--- config.mk ---
export PLATFORM = sky130hd
export DESIGN_NAME = nearest_factor_pair_perimeter_unit_flat
export DESIGN_NICKNAME = d
export VERILOG_FILES = /design/src/sv/nfpp_pkg.sv /design/src/sv/nfpp_if.sv /design/src/sv/nearest_factor_pair_perimeter_unit.sv /design/src/flat_wrapper.sv
export SDC_FILE = /design/constraint.sdc
export NUM_CORES = 1
export LEC_CHECK = 0
export BUFFER_PORTS_ARGS = -buffer_cell sky130_fd_sc_hd__buf_4
export CAP_MARGIN = 10
export CORE_MARGIN = 3
export CORE_UTILIZATION = 60
export CTS_CLUSTER_DIAMETER = 50
export DETAILED_ROUTE_END_ITERATION = 10
export PLACE_DENSITY = 0.76
export SYNTH_ARGS = -nofsm -noshare
export SYNTH_HDL_FRONTEND = slang
export SYNTH_SLANG_ARGS = --single-unit
--- constraint.sdc ---
create_clock -name clk_i -period 5.8 [get_ports clk_i]
set_input_delay 0.87 -clock clk_i [delete_from_list [all_inputs] [get_ports clk_i]]
set_output_delay 0.87 -clock clk_i [all_outputs]
set_load 0.02 [all_outputs]
--- src/sv/nfpp_pkg.sv ---
// shared widths and defaults for the nearest factor pair perimeter unit
`timescale 1ns / 1ps
`default_nettype none
package nfpp_pkg;
  localparam int unsigned AREA_W        = 30;
  localparam int unsigned PERIM_W       = 32;
  localparam int unsigned SHORT_W       = 15;
  localparam int unsigned LONG_W        = 30;
  localparam int unsigned AREA_BITS_DEF = 30;
endpackage
`default_nettype wire

--- src/sv/nfpp_if.sv ---
// valid/ready channel interfaces for area words and result words
`timescale 1ns / 1ps
`default_nettype none
interface nfpp_area_if;
  logic                        valid;
  logic                        ready;
  logic [nfpp_pkg::AREA_W-1:0] area;
  modport source (output valid, output area, input ready);
  modport sink (input valid, input area, output ready);
endinterface

interface nfpp_result_if;
  logic                         valid;
  logic                         ready;
  logic [nfpp_pkg::PERIM_W-1:0] perimeter;
  logic [nfpp_pkg::SHORT_W-1:0] short_side;
  logic [nfpp_pkg::LONG_W-1:0]  long_side;
  modport source (output valid, output perimeter, output short_side, output long_side,
                  input ready);
  modport sink (input valid, input perimeter, input short_side, input long_side,
                output ready);
endinterface
`default_nettype wire

--- src/sv/nearest_factor_pair_perimeter_unit.sv ---
// closest divisor pair and minimal perimeter by bit-serial square root and trial division
// the root takes R = (N+1)/2 steps, N = area bits used, then T trial divisions follow
// each trial is a restoring division at one quotient bit per cycle
// worst case about 2^15 trials for 30-bit areas; a zero area skips the root and the trials
// one word in flight; a new word is taken while the previous result waits at the output
// reset clears the sequencer and the output valid; no storage needs clearing
`timescale 1ns / 1ps
`default_nettype none
module nearest_factor_pair_perimeter_unit #(
  parameter int unsigned AREA_BITS = nfpp_pkg::AREA_BITS_DEF
) (
  input  wire           clk_i,
  input  wire           rst_ni,
  nfpp_area_if.sink     req_i,
  nfpp_result_if.source rsp_o
);
  localparam int unsigned NB = (AREA_BITS < nfpp_pkg::AREA_W) ? AREA_BITS : nfpp_pkg::AREA_W;
  localparam int unsigned RB = (NB + 1) / 2;
  localparam int unsigned CW = $clog2(NB + 1);

  localparam logic [1:0] ST_IDLE = 2'd0;
  localparam logic [1:0] ST_SQRT = 2'd1;
  localparam logic [1:0] ST_DIV  = 2'd2;
  localparam logic [1:0] ST_FIN  = 2'd3;

  logic [1:0]    state_q, state_d;
  logic [CW-1:0] cnt_q, cnt_d;
  logic          rsp_vld_q, rsp_vld_d;

  logic [NB-1:0]   n_q, n_d;
  logic [2*RB-1:0] nsh_q, nsh_d;
  logic [RB-1:0]   srem_q, srem_d;
  logic [RB-1:0]   root_q, root_d;
  logic [RB-1:0]   d_q, d_d;
  logic [NB-1:0]   dsh_q, dsh_d;
  logic [RB-1:0]   drem_q, drem_d;
  logic [NB-1:0]   q_q, q_d;

  logic [nfpp_pkg::PERIM_W-1:0] perim_q, perim_d;
  logic [nfpp_pkg::SHORT_W-1:0] short_q, short_d;
  logic [nfpp_pkg::LONG_W-1:0]  long_q, long_d;

  logic [NB-1:0] area_n;
  logic [RB+1:0] s_rem, s_trial;
  logic          s_ge;
  logic [RB:0]   v_rem;
  logic [RB-1:0] v_diff;
  logic          v_ge;
  logic [RB-1:0] v_rem_next;
  logic [NB-1:0] v_q_next;
  logic [NB:0]   side_sum;
  logic          load_rsp;

  assign area_n = req_i.area[NB-1:0];

  assign s_rem   = {srem_q, nsh_q[2*RB-1 -: 2]};
  assign s_trial = {root_q, 2'b01};
  assign s_ge    = s_rem >= s_trial;

  assign v_rem      = {drem_q, dsh_q[NB-1]};
  assign v_diff     = RB'(v_rem - {1'b0, d_q});
  assign v_ge       = v_rem >= {1'b0, d_q};
  assign v_rem_next = v_ge ? v_diff : v_rem[RB-1:0];
  assign v_q_next   = {q_q[NB-2:0], v_ge};

  assign side_sum = {{(NB + 1 - RB){1'b0}}, d_q} + {1'b0, q_q};
  assign load_rsp = (state_q == ST_FIN) && (!rsp_vld_q || rsp_o.ready);

  assign req_i.ready      = state_q == ST_IDLE;
  assign rsp_o.valid      = rsp_vld_q;
  assign rsp_o.perimeter  = perim_q;
  assign rsp_o.short_side = short_q;
  assign rsp_o.long_side  = long_q;

  always_comb begin
    state_d   = state_q;
    cnt_d     = cnt_q;
    rsp_vld_d = rsp_vld_q;
    n_d       = n_q;
    nsh_d     = nsh_q;
    srem_d    = srem_q;
    root_d    = root_q;
    d_d       = d_q;
    dsh_d     = dsh_q;
    drem_d    = drem_q;
    q_d       = q_q;
    perim_d   = perim_q;
    short_d   = short_q;
    long_d    = long_q;

    if (rsp_o.ready) begin
      rsp_vld_d = 1'b0;
    end

    unique case (state_q)
      ST_IDLE: begin
        if (req_i.valid) begin
          n_d    = area_n;
          nsh_d  = (2*RB)'(area_n);
          srem_d = '0;
          root_d = '0;
          d_d    = '0;
          q_d    = '0;
          cnt_d  = CW'(RB);
          state_d = (area_n == '0) ? ST_FIN : ST_SQRT;
        end
      end
      ST_SQRT: begin
        nsh_d = {nsh_q[2*RB-3:0], 2'b00};
        if (s_ge) begin
          srem_d = RB'(s_rem - s_trial);
          root_d = {root_q[RB-2:0], 1'b1};
        end else begin
          srem_d = s_rem[RB-1:0];
          root_d = {root_q[RB-2:0], 1'b0};
        end
        cnt_d = cnt_q - 1'b1;
        if (cnt_q == CW'(1)) begin
          d_d     = root_d;
          dsh_d   = n_q;
          drem_d  = '0;
          q_d     = '0;
          cnt_d   = CW'(NB);
          state_d = ST_DIV;
        end
      end
      ST_DIV: begin
        dsh_d  = {dsh_q[NB-2:0], 1'b0};
        drem_d = v_rem_next;
        q_d    = v_q_next;
        cnt_d  = cnt_q - 1'b1;
        if (cnt_q == CW'(1)) begin
          if (v_rem_next == '0) begin
            state_d = ST_FIN;
          end else begin
            d_d    = d_q - 1'b1;
            dsh_d  = n_q;
            drem_d = '0;
            q_d    = '0;
            cnt_d  = CW'(NB);
          end
        end
      end
      ST_FIN: begin
        if (load_rsp) begin
          perim_d   = nfpp_pkg::PERIM_W'({side_sum, 1'b0});
          short_d   = nfpp_pkg::SHORT_W'(d_q);
          long_d    = nfpp_pkg::LONG_W'(q_q);
          rsp_vld_d = 1'b1;
          state_d   = ST_IDLE;
        end
      end
      default: state_d = ST_IDLE;
    endcase
  end

  always_ff @(posedge clk_i or negedge rst_ni) begin
    if (!rst_ni) begin
      state_q   <= ST_IDLE;
      cnt_q     <= '0;
      rsp_vld_q <= 1'b0;
    end else begin
      state_q   <= state_d;
      cnt_q     <= cnt_d;
      rsp_vld_q <= rsp_vld_d;
    end
  end

  always_ff @(posedge clk_i) begin
    n_q     <= n_d;
    nsh_q   <= nsh_d;
    srem_q  <= srem_d;
    root_q  <= root_d;
    d_q     <= d_d;
    dsh_q   <= dsh_d;
    drem_q  <= drem_d;
    q_q     <= q_d;
    perim_q <= perim_d;
    short_q <= short_d;
    long_q  <= long_d;
  end

  // trial divisor never reaches zero while dividing
  assert property (@(posedge clk_i) disable iff (!rst_ni)
    state_q == ST_DIV |-> d_q != '0)
    else $error("trial divisor is zero");

  // step counter is live in the serial states
  assert property (@(posedge clk_i) disable iff (!rst_ni)
    (state_q == ST_SQRT || state_q == ST_DIV) |-> cnt_q != '0)
    else $error("step counter ran out");

  // the found pair has long side not below short side
  assert property (@(posedge clk_i) disable iff (!rst_ni)
    state_q == ST_FIN |-> q_q >= {{(NB - RB){1'b0}}, d_q})
    else $error("long side below short side");

  // a result word only appears out of the finish state
  assert property (@(posedge clk_i) disable iff (!rst_ni)
    $rose(rsp_vld_q) |-> $past(state_q) == ST_FIN)
    else $error("result valid without finish");

  // no new word is taken while still working
  assert property (@(posedge clk_i) disable iff (!rst_ni)
    (state_q == ST_SQRT || state_q == ST_DIV) |-> !req_i.ready)
    else $error("input ready while busy");
endmodule
`default_nettype wire
--- src/flat_wrapper.sv ---
// flat-port wrapper written by rule: the top's interface ports become plain ports
module nearest_factor_pair_perimeter_unit_flat 
#(
  parameter int unsigned AREA_BITS = nfpp_pkg::AREA_BITS_DEF
)
  (clk_i, rst_ni, req_i_valid, req_i_area, req_i_ready, rsp_o_valid, rsp_o_perimeter, rsp_o_short_side, rsp_o_long_side, rsp_o_ready);
  nfpp_area_if req_i_i ();
  nfpp_result_if rsp_o_i ();
  input  wire clk_i;
  input  wire rst_ni;
  input wire logic [$bits(req_i_i.valid)-1:0] req_i_valid;
  input wire logic [$bits(req_i_i.area)-1:0] req_i_area;
  output wire logic [$bits(req_i_i.ready)-1:0] req_i_ready;
  output wire logic [$bits(rsp_o_i.valid)-1:0] rsp_o_valid;
  output wire logic [$bits(rsp_o_i.perimeter)-1:0] rsp_o_perimeter;
  output wire logic [$bits(rsp_o_i.short_side)-1:0] rsp_o_short_side;
  output wire logic [$bits(rsp_o_i.long_side)-1:0] rsp_o_long_side;
  input wire logic [$bits(rsp_o_i.ready)-1:0] rsp_o_ready;
  assign req_i_i.valid = req_i_valid;
  assign req_i_i.area = req_i_area;
  assign req_i_ready = req_i_i.ready;
  assign rsp_o_valid = rsp_o_i.valid;
  assign rsp_o_perimeter = rsp_o_i.perimeter;
  assign rsp_o_short_side = rsp_o_i.short_side;
  assign rsp_o_long_side = rsp_o_i.long_side;
  assign rsp_o_i.ready = rsp_o_ready;
  nearest_factor_pair_perimeter_unit #(.AREA_BITS(AREA_BITS)) u_core (.clk_i(clk_i), .rst_ni(rst_ni), .req_i(req_i_i), .rsp_o(rsp_o_i));
endmodule
==> results.ini, run 1 <==
[clock_network]
cts_sinks = 264
cts.clk_slew.worst_paths_ps = 60
htreeDepth = 1
cts_tree = built
postCtsSetupRepairBufs = 0
post_cts_resized = 0
clkLatencyLatePin_ps = 530
cts-root-buf = clkbuf_16
numCtsBuffers = 29
cts_buffer_depth = 3
hold_buffers = 0

[final_layout]
fillCellCount = 1468
drive_gt1_frac = 0.2090
n_antenna_cell = 0
multi_input_area_mm2 = 0.004957
regArea_mm2 = 0.007888
final_cells = 1457
finalNetCount = 1250
synthToLayoutAreaGrowth_pct = 15.36

[synth]
ys_seq_elements = 264
synth.distinct_cells = 73
synth_sequential_area_ratio = 0.5975
synth_area_leader_cell = edfxtp_1
synth_flop_cell = edfxtp_1
ys_warn_count = 0
synth_async_sr_flop_share = 0.03030
syn_inst = 1043
netlist_area_mm2 = 0.01320
yosysMostFrequentCell = edfxtp_1
synth_common_cells = edfxtp_1, nor2_1, nand2_1, inv_1, ha_1
synth_edf_count = 256
yosys-top-cells-area = edfxtp_1, ha_1, mux2_2
yosysTopAreaCellShare = 0.5823
synth.avg_cell_area_um2 = 12.66
syn_nets = 1133

[worst_setup_path]
r2r_start = u_core.d_q[5]
critical_path_class = flip-flop to flip-flop
startpoint_type = flip-flop
cp.required_ps = 6080
crit_path_end_kind = flip-flop
critical_path_arrival_ps = 4630
cp-startpoint = u_core.d_q[5]
path_max_fanout = 44

[global_route]
overflow = 0
grt_use_met1 = 0.3253
grt_antenna_before_repair = 0
met2_usage = 0.3602
use_met3 = 0.03190
grt_max_degree = 77
grt_usage = 0.2265
top_usage_layer = met2
grt_pass1_wl_um = 43930
grt_pass1_vias = 8451

[sta]
fmax_mhz = 229.8
hold_violations = 0
rsz0062_at_grt = no
tightest_slew_ps = 1085
finalMaxSlewViolations = 0
final-setup-viol-count = 0
slew-limit-headroom = 0.2753
period_minus_slack_ps = 4352
finClkSkew_ps = 12.82
tns_ps = 0
holdWs_ps = 157.5
finalCritPeriodShare = 0.7503

[placement]
hpwl_um = 19070
gp_congestion = 0.9305
port_buffers = 111
dp_cells = 1404

[die]
coreArea_mm2 = 0.02129
fp.dieW_um = 154.3
initial_core_util = 0.6202
pin_count = 113
fp.dieH_um = 154.3
dieArea_mm2 = 0.02382
rows = 53

[detailed_routing]
drc = 0
viasPerCell = 5.836
routedWlPerCell_um = 18.63
firstDrtPassIters = 5
vias = 8503
dr.first_iter.drc_count = 590
wirelength_um = 27140
ant_nets = 0

[flow_run]
drv_cap = 0

[outcome]
status = completed

[min_path]
hold_path_class = input port to asynchronous set/reset pin

## cell type report
cell class	instances	area share
flip-flops and latches	264	0.5179
inverters	60	0.01479
clock buffers	37	0.05028
repair buffers	118	0.05817
clock inverters	16	0.01076
well taps	275	0.02259
multi-input cells	687	0.3255
## path summary, 6_finish.rpt
kind,slack (ps),depth (start not counted),end
max,1450,11,u_core.dsh_q[5]
min,160,1,u_core.rsp_o.valid
max reg2reg,1450,11,u_core.dsh_q[5]
min reg2reg,450,0,u_core.rsp_o.long_side[29]
max in group asynchronous,5500,1,u_core.cnt_q[2]
min in group clk_i,450,0,u_core.rsp_o.long_side[29]
## sequential cells by signal (all words and copies together), names as in the netlist, 15 cells and up
register / count
u_core.rsp_o.short_side: 15
u_core.n_q: 30
u_core.dsh_q: 30
u_core.d_q: 15
u_core.root_q: 15
u_core.q_q: 30
u_core.rsp_o.perimeter: 31
u_core.rsp_o.long_side: 30
u_core.drem_q: 15
u_core.srem_q: 15
u_core.nsh_q: 30
## layer usage
metal	routed length, µm	up-vias	share of wire
li1	-	4117	-
met1	12180	4052	0.45
met2	12490	283	0.46
met3	1661	51	0.061
met4	809	0	0.030
met5	0	-	0
## worst max-delay path, cell delays in order, from the launching register on
cell	delay, ps
edfxtp_1	450
inv_1	130
ha_1	400
a21oi_1	410
nand3_1	130
o211ai_1	260
and2_1	620
a211oi_2	160
o211a_1	310
a211oi_4	240
buf_4	570
mux2_2	410
## per-stage QoR
stage               setup slack, ps  utilization  instance area, µm²
global placement               1600       0.6718               14300
floorplan                     980.0            -               13200
CTS                            1456       0.7155               15230
detailed placement             1454       0.6718               14300
global route                   1091       0.7155               15230
finish                         1448       0.7155               15230
## logic make-up after synthesis
logic type / synth area share
DFF: 0.5975
buffers and inverters: 0.03014
other: 0.0002841
AOI/OAI and AO/OA: 0.09999
and+or+nand+nor: 0.1229
adders and majority gates: 0.05421
muxes: 0.05980
xor gates and xnor gates: 0.03516
## cells in the final DEF, fill, tap and decap left out, types with 14 or more instances in the layout
| master | netlist | routed |
|---|---|---|
| edfxtp_1 | 256 | 256 |
| inv_1 | 60 | 60 |
| buf_4 | 2 | 118 |
| a211oi_1 | 16 | 15 |
| mux2_2 | 36 | 36 |
| ha_1 | 54 | 53 |
| nor3_1 | 14 | 14 |
| nor4_1 | 14 | 14 |
| nand2_1 | 67 | 67 |
| nand3_1 | 31 | 31 |
| nor2b_1 | 28 | 27 |
| and2_1 | 37 | 37 |
| mux2_4 | 20 | 20 |
| xnor2_1 | 40 | 40 |
| nor2_1 | 81 | 80 |
| a21oi_1 | 50 | 49 |
| clkbuf_16 | 0 | 29 |
| o21ai_0 | 32 | 31 |
Power of run 1 is left out: the tool's default activity adds up to more than one toggle a clock period on the data nets, which glitch-free logic cannot reach.
==> inputs of run 2 (changes only) <==
--- a/config.mk
+++ b/config.mk
@@ -5,13 +5,14 @@
 export SDC_FILE = /design/constraint.sdc
 export NUM_CORES = 1
 export LEC_CHECK = 0
+export ABC_AREA = 1
 export BUFFER_PORTS_ARGS = -buffer_cell sky130_fd_sc_hd__buf_4
 export CAP_MARGIN = 10
 export CORE_MARGIN = 3
-export CORE_UTILIZATION = 60
+export CORE_UTILIZATION = 54
 export CTS_CLUSTER_DIAMETER = 50
 export DETAILED_ROUTE_END_ITERATION = 10
-export PLACE_DENSITY = 0.76
+export PLACE_DENSITY = 0.72
 export SYNTH_ARGS = -nofsm -noshare
 export SYNTH_HDL_FRONTEND = slang
 export SYNTH_SLANG_ARGS = --single-unit
==> constraint.sdc (replaced) <==
create_clock -name clk_i -period 3.6 [get_ports clk_i]
set_input_delay 0.54 -clock clk_i [delete_from_list [all_inputs] [get_ports clk_i]]
set_output_delay 0.54 -clock clk_i [all_outputs]
set_load 0.02 [all_outputs]
==> results.ini, run 2 <==
[global_route]
grt_pass1_vias = 9012
overflow = 0
grt_usage = 0.2158
grt_max_degree = 84
grt_pass1_wl_um = 46140
grt_antenna_before_repair = 1

[detailed_routing]
viasPerCell = 5.242
firstDrtPassIters = 7
routedWlPerCell_um = 15.90
ant_nets = 0
dr.first_iter.drc_count = 756
vias = 9405
wirelength_um = 28520
drc = 0

[worst_setup_path]
startpoint_type = flip-flop
cp.required_ps = 3910
path_max_fanout = 31
crit_path_end_kind = flip-flop
critical_path_arrival_ps = 3640
critical_path_class = flip-flop to flip-flop

[sta]
holdWs_ps = 181.0
tns_ps = 0
period_minus_slack_ps = 3334
hold_violations = 0
finClkSkew_ps = 13.35
final-setup-viol-count = 0
slew-limit-headroom = 0.4990
fmax_mhz = 299.9
tightest_slew_ps = 751.4
finalCritPeriodShare = 0.9261
finalMaxSlewViolations = 0

[clock_network]
cts.clk_slew.worst_paths_ps = 70
cts_sinks = 264
cts_tree = built
cts-root-buf = clkbuf_16
cts_buffer_depth = 3
clkLatencyLatePin_ps = 550
htreeDepth = 1
numCtsBuffers = 30

[die]
fp.dieH_um = 162.8
initial_core_util = 0.5571
fp.dieW_um = 162.8
rows = 56
dieArea_mm2 = 0.02649
pin_count = 113
coreArea_mm2 = 0.02382

[power]
pwr-share-seq = 0.348
power.share.clock = 0.188
vdd_drop_max_mv = 0.6011
p_per_area_mw_per_mm2 = 1084
p_leak_nw = 6.758
internal-power_mw = 9.857
switching_power_mw = 7.136
sw_frac_of_total = 0.4200
p_comb_frac = 0.463

[final_layout]
drive_gt1_frac = 0.1702
fillCellCount = 1861
fin_area_mm2 = 0.01568
layout_common_cells = nand2_1, edfxtp_1, inv_1
final_cells = 1794
utilization = 0.6582
synthToLayoutAreaGrowth_pct = 18.15
final_common_cell = nand2_1
n_antenna_cell = 0
largest_reg_flops = 31
finalNetCount = 1543

[placement]
dp_cells = 1738
hpwl_um = 20570
gp_congestion = 0.9258
port_buffers = 111
dpl_cell_area_mm2 = 0.01457

[synth]
synth_edf_count = 256
yosysTopAreaCellShare = 0.5792
synth.distinct_cells = 43
synth_sequential_area_ratio = 0.5943
synth_async_sr_flop_share = 0.03030
synth_common_cells = nand2_1, edfxtp_1, inv_1, a21oi_1, nor2_1
syn_nets = 1405
ys_seq_elements = 264
synth_area_leader_cell = edfxtp_1
syn_inst = 1315
netlist_area_mm2 = 0.01327
yosys-top-cells-area = edfxtp_1, nand2_1, inv_1
ys_warn_count = 0
yosysMostFrequentCell = nand2_1
synth.avg_cell_area_um2 = 10.09
synth_flop_cell = edfxtp_1

[outcome]
status = completed

[flow_run]
drv_cap = 0

[min_path]
hold_path_class = input port to flip-flop

==> run 2: cell count changes after synthesis, sizes merged, moves of 26 or more <==
| cell | delta |
|---|---|
| a21oi | +36 |
| and2 | -33 |
| inv | +131 |
| mux2 | -59 |
| nand2 | +281 |
| nor2 | +26 |
| nor2b | -28 |
| o21ai | +32 |
| xnor2 | -26 |
==> run 2: power groups by stage <==
stage | clock [mW] | sequential, mW | combinational (mW)
2_1_floorplan | 0 | 6.01 | 5.48
3_3_place_gp | 0 | 5.93 | 7.54
3_5_place_dp | 0 | 5.96 | 7.68
4_1_cts | 3.26 | 5.91 | 7.77
5_1_grt | 3.38 | 6.05 | 8.89
6_report | 3.20 | 5.91 | 7.88
==> run 2: cell families after synthesis <==
group                    share of synthesized area
AO/OA/AOI/OAI                              0.07005
XOR/XNOR                                   0.03366
adder cells (fa/ha/maj)                    0.05393
buffers and inverters                      0.06901
flip-flops                                  0.5943
other                                    0.0002826
AND/OR/NAND/NOR                             0.1788
==> run 2: timing repair <==
item                                   in CTS  in global routing
hold buffers                                1                  0
endpoints found under the hold margin       8                  0
setup endpoints to repair                   0                 49
gates resized for setup                     0                  6
setup buffers                               0                  1
==> run 2: per-stage QoR <==
| step | total power [mW] | setup WS (ps) |
|---|---|---|
| finish | 16.99 | 266.1 |
| CTS | 16.94 | 186.8 |
| global route | 18.32 | -18.62 |
| global placement | 13.47 | 302.9 |
| floorplan | 11.49 | 357.9 |
| detailed placement | 13.65 | 211.2 |
==> run 2: path summary, 6_finish.rpt <==
| path | from | end | cells past startpoint | slack (ps) |
|---|---|---|---|---|
| max | u_core.d_q[0] | u_core.q_q[21] | 21 | 270 |
| min | req_i_area[18] | u_core.n_q[18] | 1 | 180 |
| max reg2reg | u_core.d_q[0] | u_core.q_q[21] | 21 | 270 |
| min reg2reg | u_core.q_q[16] | u_core.rsp_o.long_side[16] | 0 | 490 |
| max in group asynchronous | rst_ni | u_core.state_q[1] | 2 | 3090 |
| min in group asynchronous | rst_ni | u_core.cnt_q[2] | 2 | 360 |
==> run 2: area by class of cell <==
cell class / instances / area (µm²) / area share
flip-flops and latches: 264 / 7888 / 0.5030
multi-input cells: 830 / 4521 / 0.2883
repair buffers: 136 / 1090 / 0.06950
clock buffers: 34 / 787.0 / 0.05019
inverters: 191 / 724.4 / 0.04620
well taps: 319 / 399.1 / 0.02545
clock inverters: 20 / 271.5 / 0.01732
==> run 2: critical path, cell delays in order (launching register included) <==
cell and delay [ps]:
edfxtp_1 440, ha_1 250, fa_1 410, inv_1 110
nand2_1 60, nand2_1 100, nand3_2 90, nand3_2 100
nand2_4 110, nand2_8 150, buf_12 110, nand2_1 70
nand2_1 70, nor2_1 50, nand2_1 90, nor2_2 60
nand3_2 90, nand2_2 110, inv_8 180, buf_12 180
buf_12 170, nor2_2 50
==> run 2: routing by layer <==
metal / wire (µm) / GRT usage / vias up / part of all wire
met1: 12800 / 0.3066 / 4415 / 0.45
li1: - / - / 4663 / -
met5: 13 / 0 / - / 0.00046
met4: 651 / 0.05959 / 2 / 0.023
met2: 13430 / 0.3477 / 284 / 0.47
met3: 1625 / 0.03535 / 41 / 0.057
Power figures use the tool's default switching activity.
